## src/rtl/core/serial_command_pin_controller_core_assert.svh

```systemverilog
// Assertion macros used by the serial command pin controller RTL.
`ifndef SERIAL_COMMAND_PIN_CONTROLLER_CORE_ASSERT_SVH
`define SERIAL_COMMAND_PIN_CONTROLLER_CORE_ASSERT_SVH

// Checks that a condition holds at every clock edge outside reset.
`define SCPC_ASSERT_ALWAYS(label, cond, msg) \
	label: assert property (@(posedge clk) disable iff (!arst_n) (cond)) else $error(msg);

// Checks that a consequence holds in the cycle after its cause.
`define SCPC_ASSERT_NEXT(label, cause, effect, msg) \
	label: assert property (@(posedge clk) disable iff (!arst_n) (cause) |=> (effect)) \
		else $error(msg);

`endif

```

## src/rtl/core/scpc_pkg.sv

```systemverilog
// Types and constants of the serial command pin controller.
package scpc_pkg;

	localparam int LINE_LIMIT = 9;
	localparam int CNT_W = $clog2(LINE_LIMIT + 1);
	localparam int PERIOD_W = 16;
	localparam int PIN_N = 3;

	localparam logic [PERIOD_W-1:0] SLOW_PERIOD_RST = 16'd3000;
	localparam logic [PERIOD_W-1:0] FAST_PERIOD_RST = 16'd200;

	typedef enum logic [1:0] {
		MODE_IDLE   = 2'd0,
		MODE_SERVO  = 2'd1,
		MODE_MOTOR  = 2'd2,
		MODE_BUZZER = 2'd3
	} mode_t;

	typedef enum logic [1:0] {
		REPLY_NONE    = 2'd0,
		REPLY_HIGH    = 2'd1,
		REPLY_LOW     = 2'd2,
		REPLY_STOPPED = 2'd3
	} reply_t;

	typedef enum logic [1:0] {
		PIN_A    = 2'd0,
		PIN_B    = 2'd1,
		PIN_C    = 2'd2,
		PIN_NONE = 2'd3
	} pin_sel_t;

	typedef enum logic {
		OP_CHAR = 1'b0,
		OP_TICK = 1'b1
	} op_t;

	typedef enum logic {
		REG_SLOW_PERIOD = 1'b0,
		REG_FAST_PERIOD = 1'b1
	} reg_idx_t;

	localparam logic [7:0] CHAR_LF = 8'd10;
	localparam logic [7:0] CHAR_CR = 8'd13;

	localparam logic [15:0] CMD_ST  = "ST";
	localparam logic [23:0] CMD_BT1 = "BT1";
	localparam logic [23:0] CMD_BT2 = "BT2";
	localparam logic [23:0] CMD_DC1 = "DC1";
	localparam logic [23:0] CMD_DC2 = "DC2";
	localparam logic [23:0] CMD_BZ1 = "BZ1";
	localparam logic [23:0] CMD_BZ2 = "BZ2";
	localparam logic [23:0] CMD_SV1 = "SV1";
	localparam logic [23:0] CMD_SV2 = "SV2";

	// Result word as it leaves the block.
	typedef struct packed {
		reply_t           reply;
		logic [PIN_N-1:0] enable;
		logic [PIN_N-1:0] drive;
	} result_t;

endpackage

```

## src/rtl/core/serial_command_pin_controller_core.sv

```systemverilog
// Serial command pin controller: line parser, pin control and toggle timer.
//
// Usage: every input word on the s_ channel is either a received character
// (s_tuser = 0) or a one millisecond tick (s_tuser = 1). Characters build a
// command line; CR or LF ends a non-empty line, which is matched against
// ST, BT1, BT2, DC1, DC2, BZ1, BZ2, SV1 and SV2 by prefix. Ticks advance the
// toggle timer of the active pin. Every input word yields exactly one result
// word on the m_ channel with the pin levels, pin directions and a reply code.
// The cfg channel writes the slow period (index 0) and the fast period
// (index 1); it is always ready and should be used only while the block is
// idle.
// A word accepted on the s_ channel is captured in the input register, processed
// from there, and its result is then registered in the result register. The block
// takes one word per cycle while the receiver takes results; the input register
// and the result register form a two-stage pipeline.
// Reset clears all control state; the periods return to 3000 and 200 ticks.
// When the receiver holds m_tready low, the result register holds its word,
// the input register fills, and s_tready then drops until the result is taken.
`include "serial_command_pin_controller_core_assert.svh"

module serial_command_pin_controller_core
	import scpc_pkg::*;
(
	input  logic                clk,
	input  logic                arst_n,
	input  logic                s_tvalid,
	output logic                s_tready,
	input  logic [15:0]         s_tdata,  // char_code[7:0], sense_a[8], sense_b[9], zero[15:10]
	input  logic                s_tuser,  // operation[0]
	output logic                m_tvalid,
	input  logic                m_tready,
	output logic [7:0]          m_tdata,  // drive_a, drive_b, drive_c, enable_a, enable_b,
	                                      // enable_c, reply[7:6]
	input  logic                cfg_valid,
	output logic                cfg_ready,
	input  logic                cfg_index,
	input  logic [PERIOD_W-1:0] cfg_data
);

	// Input register.
	logic       valid_s1;
	op_t        op_s1;
	logic [7:0] char_s1;
	logic       sense_a_s1;
	logic       sense_b_s1;

	// Result register.
	logic    out_valid_q;
	result_t out_q;

	// Block state.
	logic [7:0]          prefix_q [3];
	logic [CNT_W-1:0]    count_q;
	mode_t               mode_q;
	pin_sel_t            sel_q;
	logic                toggle_q;
	logic [PERIOD_W-1:0] elapsed_q;
	logic [PIN_N-1:0]    levels_q;
	logic [PIN_N-1:0]    dirs_q;
	logic [PERIOD_W-1:0] slow_q;
	logic [PERIOD_W-1:0] fast_q;

	// Next-state values.
	logic [CNT_W-1:0]    count_d;
	mode_t               mode_d;
	pin_sel_t            sel_d;
	logic                toggle_d;
	logic [PERIOD_W-1:0] elapsed_d;
	logic [PIN_N-1:0]    levels_d;
	logic [PIN_N-1:0]    dirs_d;
	reply_t              reply_d;
	logic                prefix_we;

	logic                advance;
	logic                process;
	logic                is_term;
	logic                has2;
	logic                has3;
	logic [23:0]         line3;
	logic                start_req;
	mode_t               start_mode;
	pin_sel_t            start_pin;
	logic [PIN_N-1:0]    start_mask;
	logic [PERIOD_W-1:0] period;
	logic [PERIOD_W-1:0] elapsed_inc;

	assign advance   = !out_valid_q || m_tready;
	assign process   = valid_s1 && advance;
	assign s_tready  = !valid_s1 || advance;
	assign m_tvalid  = out_valid_q;
	assign m_tdata   = out_q;
	assign cfg_ready = 1'b1;

	always_ff @(posedge clk or negedge arst_n) begin
		if (!arst_n) begin
			valid_s1 <= 1'b0;
		end else if (s_tready) begin
			valid_s1 <= s_tvalid;
		end
	end

	always_ff @(posedge clk) begin
		if (s_tready && s_tvalid) begin
			op_s1      <= op_t'(s_tuser);
			char_s1    <= s_tdata[7:0];
			sense_a_s1 <= s_tdata[8];
			sense_b_s1 <= s_tdata[9];
		end
	end

	always_ff @(posedge clk or negedge arst_n) begin
		if (!arst_n) begin
			slow_q <= SLOW_PERIOD_RST;
			fast_q <= FAST_PERIOD_RST;
		end else if (cfg_valid && cfg_ready) begin
			unique case (reg_idx_t'(cfg_index))
				REG_SLOW_PERIOD: slow_q <= cfg_data;
				REG_FAST_PERIOD: fast_q <= cfg_data;
				default: ;
			endcase
		end
	end

	assign is_term = (char_s1 == CHAR_LF) || (char_s1 == CHAR_CR);
	assign has2    = count_q >= CNT_W'(2);
	assign has3    = count_q >= CNT_W'(3);
	assign line3   = {prefix_q[0], prefix_q[1], prefix_q[2]};

	// Command decode in match priority order.
	always_comb begin
		start_req  = 1'b1;
		start_mode = MODE_MOTOR;
		start_pin  = PIN_B;
		if (!has3) begin
			start_req = 1'b0;
		end else if (line3 == CMD_DC1) begin
			start_mode = MODE_MOTOR;
			start_pin  = PIN_B;
		end else if (line3 == CMD_DC2) begin
			start_mode = MODE_MOTOR;
			start_pin  = PIN_A;
		end else if (line3 == CMD_BZ1) begin
			start_mode = MODE_BUZZER;
			start_pin  = PIN_B;
		end else if (line3 == CMD_BZ2) begin
			start_mode = MODE_BUZZER;
			start_pin  = PIN_C;
		end else if (line3 == CMD_SV1) begin
			start_mode = MODE_SERVO;
			start_pin  = PIN_B;
		end else if (line3 == CMD_SV2) begin
			start_mode = MODE_SERVO;
			start_pin  = PIN_A;
		end else begin
			start_req = 1'b0;
		end
	end

	assign start_mask  = PIN_N'(3'b001 << start_pin);
	assign period      = (mode_q == MODE_SERVO) ? fast_q : slow_q;
	assign elapsed_inc = (elapsed_q == '1) ? elapsed_q : elapsed_q + PERIOD_W'(1);

	always_comb begin
		count_d   = count_q;
		mode_d    = mode_q;
		sel_d     = sel_q;
		toggle_d  = toggle_q;
		elapsed_d = elapsed_q;
		levels_d  = levels_q;
		dirs_d    = dirs_q;
		reply_d   = REPLY_NONE;
		prefix_we = 1'b0;
		if (op_s1 == OP_TICK) begin
			if (mode_q != MODE_IDLE) begin
				// A period of zero acts like one because the count is at least one here.
				if (elapsed_inc >= period) begin
					toggle_d  = !toggle_q;
					elapsed_d = '0;
					case (sel_q)
						PIN_A:   levels_d[0] = !toggle_q;
						PIN_B:   levels_d[1] = !toggle_q;
						PIN_C:   levels_d[2] = !toggle_q;
						default: ;
					endcase
				end else begin
					elapsed_d = elapsed_inc;
				end
			end
		end else if (is_term) begin
			if (count_q != '0) begin
				count_d = '0;
				if (has2 && {prefix_q[0], prefix_q[1]} == CMD_ST) begin
					mode_d   = MODE_IDLE;
					levels_d = '0;
					reply_d  = REPLY_STOPPED;
				end else if (has3 && line3 == CMD_BT1) begin
					dirs_d[1] = 1'b0;
					reply_d   = sense_b_s1 ? REPLY_HIGH : REPLY_LOW;
				end else if (has3 && line3 == CMD_BT2) begin
					dirs_d[0] = 1'b0;
					reply_d   = sense_a_s1 ? REPLY_HIGH : REPLY_LOW;
				end else if (start_req) begin
					dirs_d    = dirs_q | start_mask;
					levels_d  = levels_q | start_mask;
					mode_d    = start_mode;
					sel_d     = start_pin;
					toggle_d  = 1'b1;
					elapsed_d = '0;
				end
			end
		end else if (count_q < CNT_W'(LINE_LIMIT)) begin
			prefix_we = !has3;
			count_d   = count_q + CNT_W'(1);
		end
	end

	always_ff @(posedge clk or negedge arst_n) begin
		if (!arst_n) begin
			count_q   <= '0;
			mode_q    <= MODE_IDLE;
			sel_q     <= PIN_A;
			toggle_q  <= 1'b0;
			elapsed_q <= '0;
			levels_q  <= '0;
			dirs_q    <= '0;
		end else if (process) begin
			count_q   <= count_d;
			mode_q    <= mode_d;
			sel_q     <= sel_d;
			toggle_q  <= toggle_d;
			elapsed_q <= elapsed_d;
			levels_q  <= levels_d;
			dirs_q    <= dirs_d;
		end
	end

	// Only the first three characters of a line are kept.
	always_ff @(posedge clk) begin
		if (process && prefix_we) begin
			prefix_q[count_q[1:0]] <= char_s1;
		end
	end

	always_ff @(posedge clk or negedge arst_n) begin
		if (!arst_n) begin
			out_valid_q <= 1'b0;
		end else if (advance) begin
			out_valid_q <= valid_s1;
		end
	end

	always_ff @(posedge clk) begin
		if (process) begin
			out_q.reply  <= reply_d;
			out_q.enable <= dirs_d;
			out_q.drive  <= levels_d;
		end
	end

	`SCPC_ASSERT_ALWAYS(a_sel_valid, sel_q != PIN_NONE, "active pin select is out of range")
	`SCPC_ASSERT_ALWAYS(a_count_limit, count_q <= CNT_W'(LINE_LIMIT),
		"line count exceeds the line limit")
	`SCPC_ASSERT_ALWAYS(a_stall_only, s_tready || (out_valid_q && !m_tready),
		"input stalled while the result register can move")
	`SCPC_ASSERT_NEXT(a_tick_no_reply, process && op_s1 == OP_TICK, out_q.reply == REPLY_NONE,
		"tick word produced a reply")
	`SCPC_ASSERT_ALWAYS(a_start_state,
		!(mode_q != $past(mode_q) && mode_q != MODE_IDLE) || (toggle_q && elapsed_q == '0),
		"mode started without a fresh toggle phase")

endmodule
```

## config.mk

```make
export PLATFORM = sky130hd
export DESIGN_NAME = serial_command_pin_controller_core
export DESIGN_NICKNAME = d
export VERILOG_FILES = /design/src/rtl/core/scpc_pkg.sv /design/src/rtl/core/serial_command_pin_controller_core.sv
export VERILOG_INCLUDE_DIRS = /design/src /design/src/rtl/core
export SDC_FILE = /design/constraint.sdc
export NUM_CORES = 1
export LEC_CHECK = 0
export BUFFER_PORTS_ARGS = -buffer_cell sky130_fd_sc_hd__buf_2
export CORE_MARGIN = 4
export CORE_UTILIZATION = 55
export DETAILED_ROUTE_END_ITERATION = 6
export GPL_ROUTABILITY_DRIVEN = 0
export PLACE_DENSITY = 0.75
export SLEW_MARGIN = 10
export SYNTH_ARGS = -nofsm -noshare
export SYNTH_HDL_FRONTEND = slang
export SYNTH_SLANG_ARGS = --single-unit
```

## constraint.sdc

```tcl
create_clock -name clk -period 11.6 [get_ports clk]
set_input_delay 1.16 -clock clk [delete_from_list [all_inputs] [get_ports clk]]
set_output_delay 1.16 -clock clk [all_outputs]
set_load 0.01 [all_outputs]
```

Yosys cells after proc, flatten, opt, wreduce, memory -nomap -nowiden
Memory sizes are Yosys's and may differ from the RTL's.
Index checks and enable logic that the tools add are counted.
{"block": "word_totals", "ff_bits": 84, "ram_bits": 24, "in_bits": 39, "n_memories": 1, "wordCells": 167}
{"memory": "prefix_q", "depth": 3, "width": 8, "rd": 3, "rd_clocked_by_memory_dff": 0, "write_ports": 1, "line": "serial_command_pin_controller_core.sv:52", "source": "logic [7:0] prefix_q [3];"}
{"block": "op_classes", "n_addsub": 2, "shifts": 1, "eq_ne": 23, "mux": 80, "bitwise": 9, "n_reduce_logical": 29, "n_lt_le_gt_ge": 4}
{"cell": "$eq 24x23->1 const B", "count": 8}
{"cell": "$mux 16", "count": 11}
{"cell": "$mux 2", "count": 22}
{"cell": "$mux 3", "count": 14}
{"cell": "$mux 1", "count": 30}
{"cell": "$add 16x1->16 const B", "count": 1}
{"cell": "$eq 16x15->1 const B", "count": 1}
{"cell": "$eq 16x16->1 const B", "count": 1}
{"cell": "$eq 8x4->1 const B", "count": 2}
{"cell": "$ge 16x16->1", "count": 1}
{"cell": "$reduce_and 8->1", "count": 2}
{"cell": "$mux 4", "count": 3}
{"cell": "$reduce_bool 2->1", "count": 6}
{"cell": "$ne 2x2->1 const B", "count": 5}
{"cell": "$reduce_and 9->1", "count": 1}
{"cell": "$ge 4x2->1 const B", "count": 2}
{"cell": "$not 1->1", "count": 7}
{"cell": "$reduce_and 7->1", "count": 1}
{"cell": "$logic_and 1x1->1", "count": 6}
{"cell": "$ne 2x1->1 const B", "count": 3}
{"cell": "$or 3x3->3", "count": 2}
{"cell": "$add 4x1->4 const B", "count": 1}
{"cell": "$eq 2x1->1 const B", "count": 2}
{"cell": "$logic_not 1->1", "count": 4}
{"cell": "9 further kinds", "count": 12}

Longest topological paths before layout
An unclocked memory read counts as a cell.
{"block": "depth", "depth_word": 18, "ltp_mapped": 16, "depth_no_buf": 14}

Worst setup path after synthesis
OpenSTA, ideal clock, no wires.
{"block": "synth_timing", "kind": "reg2reg", "from": "reg elapsed_q[3]", "to": "reg out_q, in the netlist m_tdata[1], data pin", "stages_incl_launch_ff": 16, "t_arrival_ns": 3.467, "setup_slack_ns": 7.867, "n_path_buf": 1, "cell_sequence": "dfrtp_1 -> and4_1 -> clkbuf_1 -> nand4_1 -> nor3_2 -> nand3b_1 -> nor2_1 -> xor2_1 -> ha_1 -> nand4_1 -> a211oi_1 -> o41ai_1 -> a21oi_1 -> nor2_1 -> o311a_1 -> or3_1"}
{"block": "synth_between", "elab_chain_cells": 6, "elab_cells_between_ends": 7}
{"item": "start: declaration", "line": "serial_command_pin_controller_core.sv:57", "source": "logic [PERIOD_W-1:0] elapsed_q;"}
{"item": "start signal: assignment", "line": "serial_command_pin_controller_core.sv:231", "source": "elapsed_q <= elapsed_d;"}
{"item": "$add 16x1->16 or $eq 16x16->1 (tied branches)", "line": "serial_command_pin_controller_core.sv:161", "source": "assign elapsed_inc = (elapsed_q == '1) ? elapsed_q : elapsed_q + PERIOD_W'(1);"}
{"item": "$mux 16 (*)", "line": "serial_command_pin_controller_core.sv:161"}
{"item": "$ge 16x16->1 (*)", "line": "serial_command_pin_controller_core.sv:176", "source": "if (elapsed_inc >= period) begin"}
{"item": "$mux 3 (*)", "line": "serial_command_pin_controller_core.sv:176"}
{"item": "$mux 3 (*)", "line": "serial_command_pin_controller_core.sv:174", "source": "if (mode_q != MODE_IDLE) begin"}
{"item": "$mux 3 (*)", "line": "serial_command_pin_controller_core.sv:173", "source": "if (op_s1 == OP_TICK) begin"}
{"item": "via levels_d[1]", "line": "serial_command_pin_controller_core.sv:69", "source": "logic [PIN_N-1:0] levels_d;"}
{"item": "end: declaration", "line": "serial_command_pin_controller_core.sv:49", "source": "result_t out_q;"}
Mark *: on every way through the listed nets, which the timed path passes. The rest lies on a longest branch.
A chain may end at the register's enable or synchronous reset.

Worst setup path in the final report
Ends and elaborated chain as after synthesis.

==> run summary <==
Hold Crit Class -> flip-flop to flip-flop
NumNets Final -> 572
critical path class -> flip-flop to flip-flop
H-tree levels -> 3
leading area contributor after synthesis -> dfrtp_1
clock network power share -> 28.0%
first-pass GRT wire length -> 18300 um
CTS tree -> built
Initial Util -> 56.9%
Critical Path RT -> 11740 ps
Worst path slowest cell -> dfrtp_1
Synth area leaders -> dfrtp_1, edfxtp_1, mux2_2
endpoints failing setup -> 0
YS warnings -> 0
WHS -> 494 ps
DRT Pass-1 Iters -> 5
largest net degree at the start of global routing -> 66
layout cell share with drive strength beyond 1 -> 25.5%
Sw Ratio -> 27.8%
CTS max path bufs -> 2
clock transition at the registers of the reported paths -> 110 ps
top-count cell post-synth -> dfrtp_1
Avg Vias per Cell -> 5.85
CORE AREA -> 9820 um2
HPWL Detailed -> 7660 um
hold path depth -> 1
Cell Rows -> 36
Die Area -> 11800 um2
unrepaired setup endpoints after global routing -> false
CTS Buf Count -> 9
worst path buffer plus inverter count -> 0
Arrival @ worst endpoint -> 4600 ps
Crit. End Element -> flip-flop
Die Y -> 109 um
CP delay by family, top -> simple AND/OR/NAND/NOR gates
switching pwr -> 0.000219 W
Post-synth EDFFs -> 43
post-synth cell types -> 74
synthesized cell area -> 5590 um2
postcts setup bufs -> 0
top cells by count, synth -> dfrtp_1, edfxtp_1, mux2_2
antenna cells -> 0
outcome -> finished clean
post-CTS sizing -> 0
period utilisation layout -> 38.5%
CP Depth -> 14
Startpoint Class -> flip-flop
top cell type's share of synthesized area -> 24.6%
Setup TNS Final -> 0 ps
First DRT Iteration DRCs -> 233
worst-case reg-to-reg path depth -> 14
clk sinks -> 108
I/O pins -> 50
Max-slew headroom -> 23.3%
initial antenna violation count -> 0
Post-CTS Hold Fix Bufs -> 0
sequential share of power -> 58.5%
Root Buffer -> clkbuf_8
Synth Area per Inst -> 11.9 um2
worst vdd ir -> 84.8 uV
DR vias -> 3804
vias in the first global route -> 3800
IO buf count -> 42
slowest stage delay, CP -> 470 ps
sequential-to-total area share from yosys stat -> 52.4%
Max Cap Viol -> 0
final hold violation count -> 0
number of synthesized register bits -> 108
most used flip-flop cell after synthesis -> dfrtp_1
Clock Latency Late Sink -> 370 ps
Synth Net Count -> 529
cell breakdown of the critical path -> and4_1 > nand4_1 > nor3_2 > nor2_1 > nand3_1 > xnor2_1 > ha_1 > nand4_1 > a211oi_1 > o41ai_1 > a21oi_1 > nor2_1 > o311a_1 > or3_1
Period minus WS final -> 4470 ps
Total Routing Usage GR -> 19.8%
Comb pwr share -> 13.5%
P&R area growth vs syn -> 9.38%
Max Fanout on Critical Path -> 9
DRC violations left -> 0
Worst Skew -> 12.3 ps
WL final -> 10700 um
Fmax -> 0.224 GHz
post-route ant nets -> 0
P_int -> 0.000569 W
cells after synthesis -> 469
FFs w/ async S/R, synth -> 60.2%
PD cells -> 129 nW/um2
Die Span X -> 109 um
Worst Max-Slew Pin Slew -> 1150 ps
gr ovfl total -> 0
Static Leak -> 2.48 nW
Max Transition Viols Final -> 0
Routed wire per std cell -> 16.4 um
## per-layer routing
metal / vias to the layer above / routed length (um) / GRT usage, %
met3: 12 / 479 / 3.97
met4: 0 / 153 / 6.58
met1: 1861 / 5000 / 28.3
met5: - / 0 / 0
met2: 99 / 5030 / 30.2
li1: 1832 / - / -
## sequential cells by signal, summed over array words and instances, names as in the netlist, 2 cells and up
name / count
dirs_q: 3
count_q: 4
levels_q: 3
prefix_q: 24
mode_q: 2
elapsed_q: 16
m_tdata: 8
sel_q: 2
slow_q: 16
fast_q: 16
char_s1: 8
## power by group through the flow
stage	Sequential, W	Combinational (W)	Clock, W
2_1_floorplan	0.000462	0.0000768	0
3_3_place_gp	0.000466	0.000102	0
3_5_place_dp	0.000469	0.000108	0
4_1_cts	0.000461	0.000108	0.000228
5_1_grt	0.000466	0.000122	0.000244
6_report	0.000461	0.000106	0.000220
## layout by cell type (no fill, tap or decap), types with 5 or more instances in the layout
cell type,instances
nand2_1,37
clkbuf_8,9
dfrtp_1,55
nand2b_1,13
nand3_1,19
inv_1,11
edfxtp_1,43
nor3_1,6
dfstp_2,10
mux2_2,39
xnor2_1,7
ha_1,21
nor2_1,30
and2_0,5
a21oi_1,18
a31oi_1,8
buf_2,42
o21ai_0,14
nand4_1,5
mux2i_1,20
## logic make-up after synthesis
| group | after synthesis | share of synthesized area, % |
|---|---|---|
| AO/OA/AOI/OAI | 85 | 11.1 |
| AND/OR/NAND/NOR | 159 | 16.4 |
| other | 1 | 0.0671 |
| adder cells (fa/ha/maj) | 21 | 4.70 |
| flip-flops | 108 | 52.4 |
| XOR/XNOR | 10 | 1.57 |
| multiplexers | 60 | 11.6 |
| buffers and inverters | 25 | 2.08 |
## area by class of cell
| type | instances | area (um2) |
|---|---|---|
| Clock buffer | 9 | 124 |
| Timing Repair Buffer | 45 | 233 |
| Fill cell | 818 | 3700 |
| Tap cell | 133 | 166 |
| Sequential cell | 108 | 2930 |
| Multi-Input combinational cell | 336 | 2550 |
| Inverter | 12 | 45.0 |
| Clock inverter | 7 | 65.1 |
## path summary, 6_finish.rpt
path,start,to,slack (ps)
worst min register to register,dirs_q[2]$_DFFE_PN0P_,dirs_q[2]$_DFFE_PN0P_,490
worst max register to register,elapsed_q[3]$_DFFE_PN0P_,m_tdata[1]$_DFFE_PP_,7130
worst max-delay path,elapsed_q[3]$_DFFE_PN0P_,m_tdata[1]$_DFFE_PP_,7130
max in group asynchronous,arst_n,slow_q[0]$_DFFE_PN0P_,10100
worst min-delay path,dirs_q[2]$_DFFE_PN0P_,dirs_q[2]$_DFFE_PN0P_,490
min in group asynchronous,arst_n,dirs_q[1]$_DFFE_PN0P_,930
## stage by stage
| stage | power [W] | worst slack [ps] | cell area (um2) | cells | utilization (%) |
|---|---|---|---|---|---|
| 6_report | 0.000788 | 7130 | 6110 | 650 | 62.3 |
| 4_1_cts | 0.000797 | 7170 | 6110 | 650 | 62.3 |
| 3_3_place_gp | 0.000569 | 7220 | 5930 | 634 | 60.3 |
| 3_5_place_dp | 0.000577 | 7200 | 5930 | 634 | 60.3 |
| 5_1_grt | 0.000832 | 6710 | 6110 | 650 | 62.3 |
| 2_1_floorplan | 0.000539 | 7870 | 5590 | 469 | - |
Note: power is estimated with default switching activity, not from simulation.
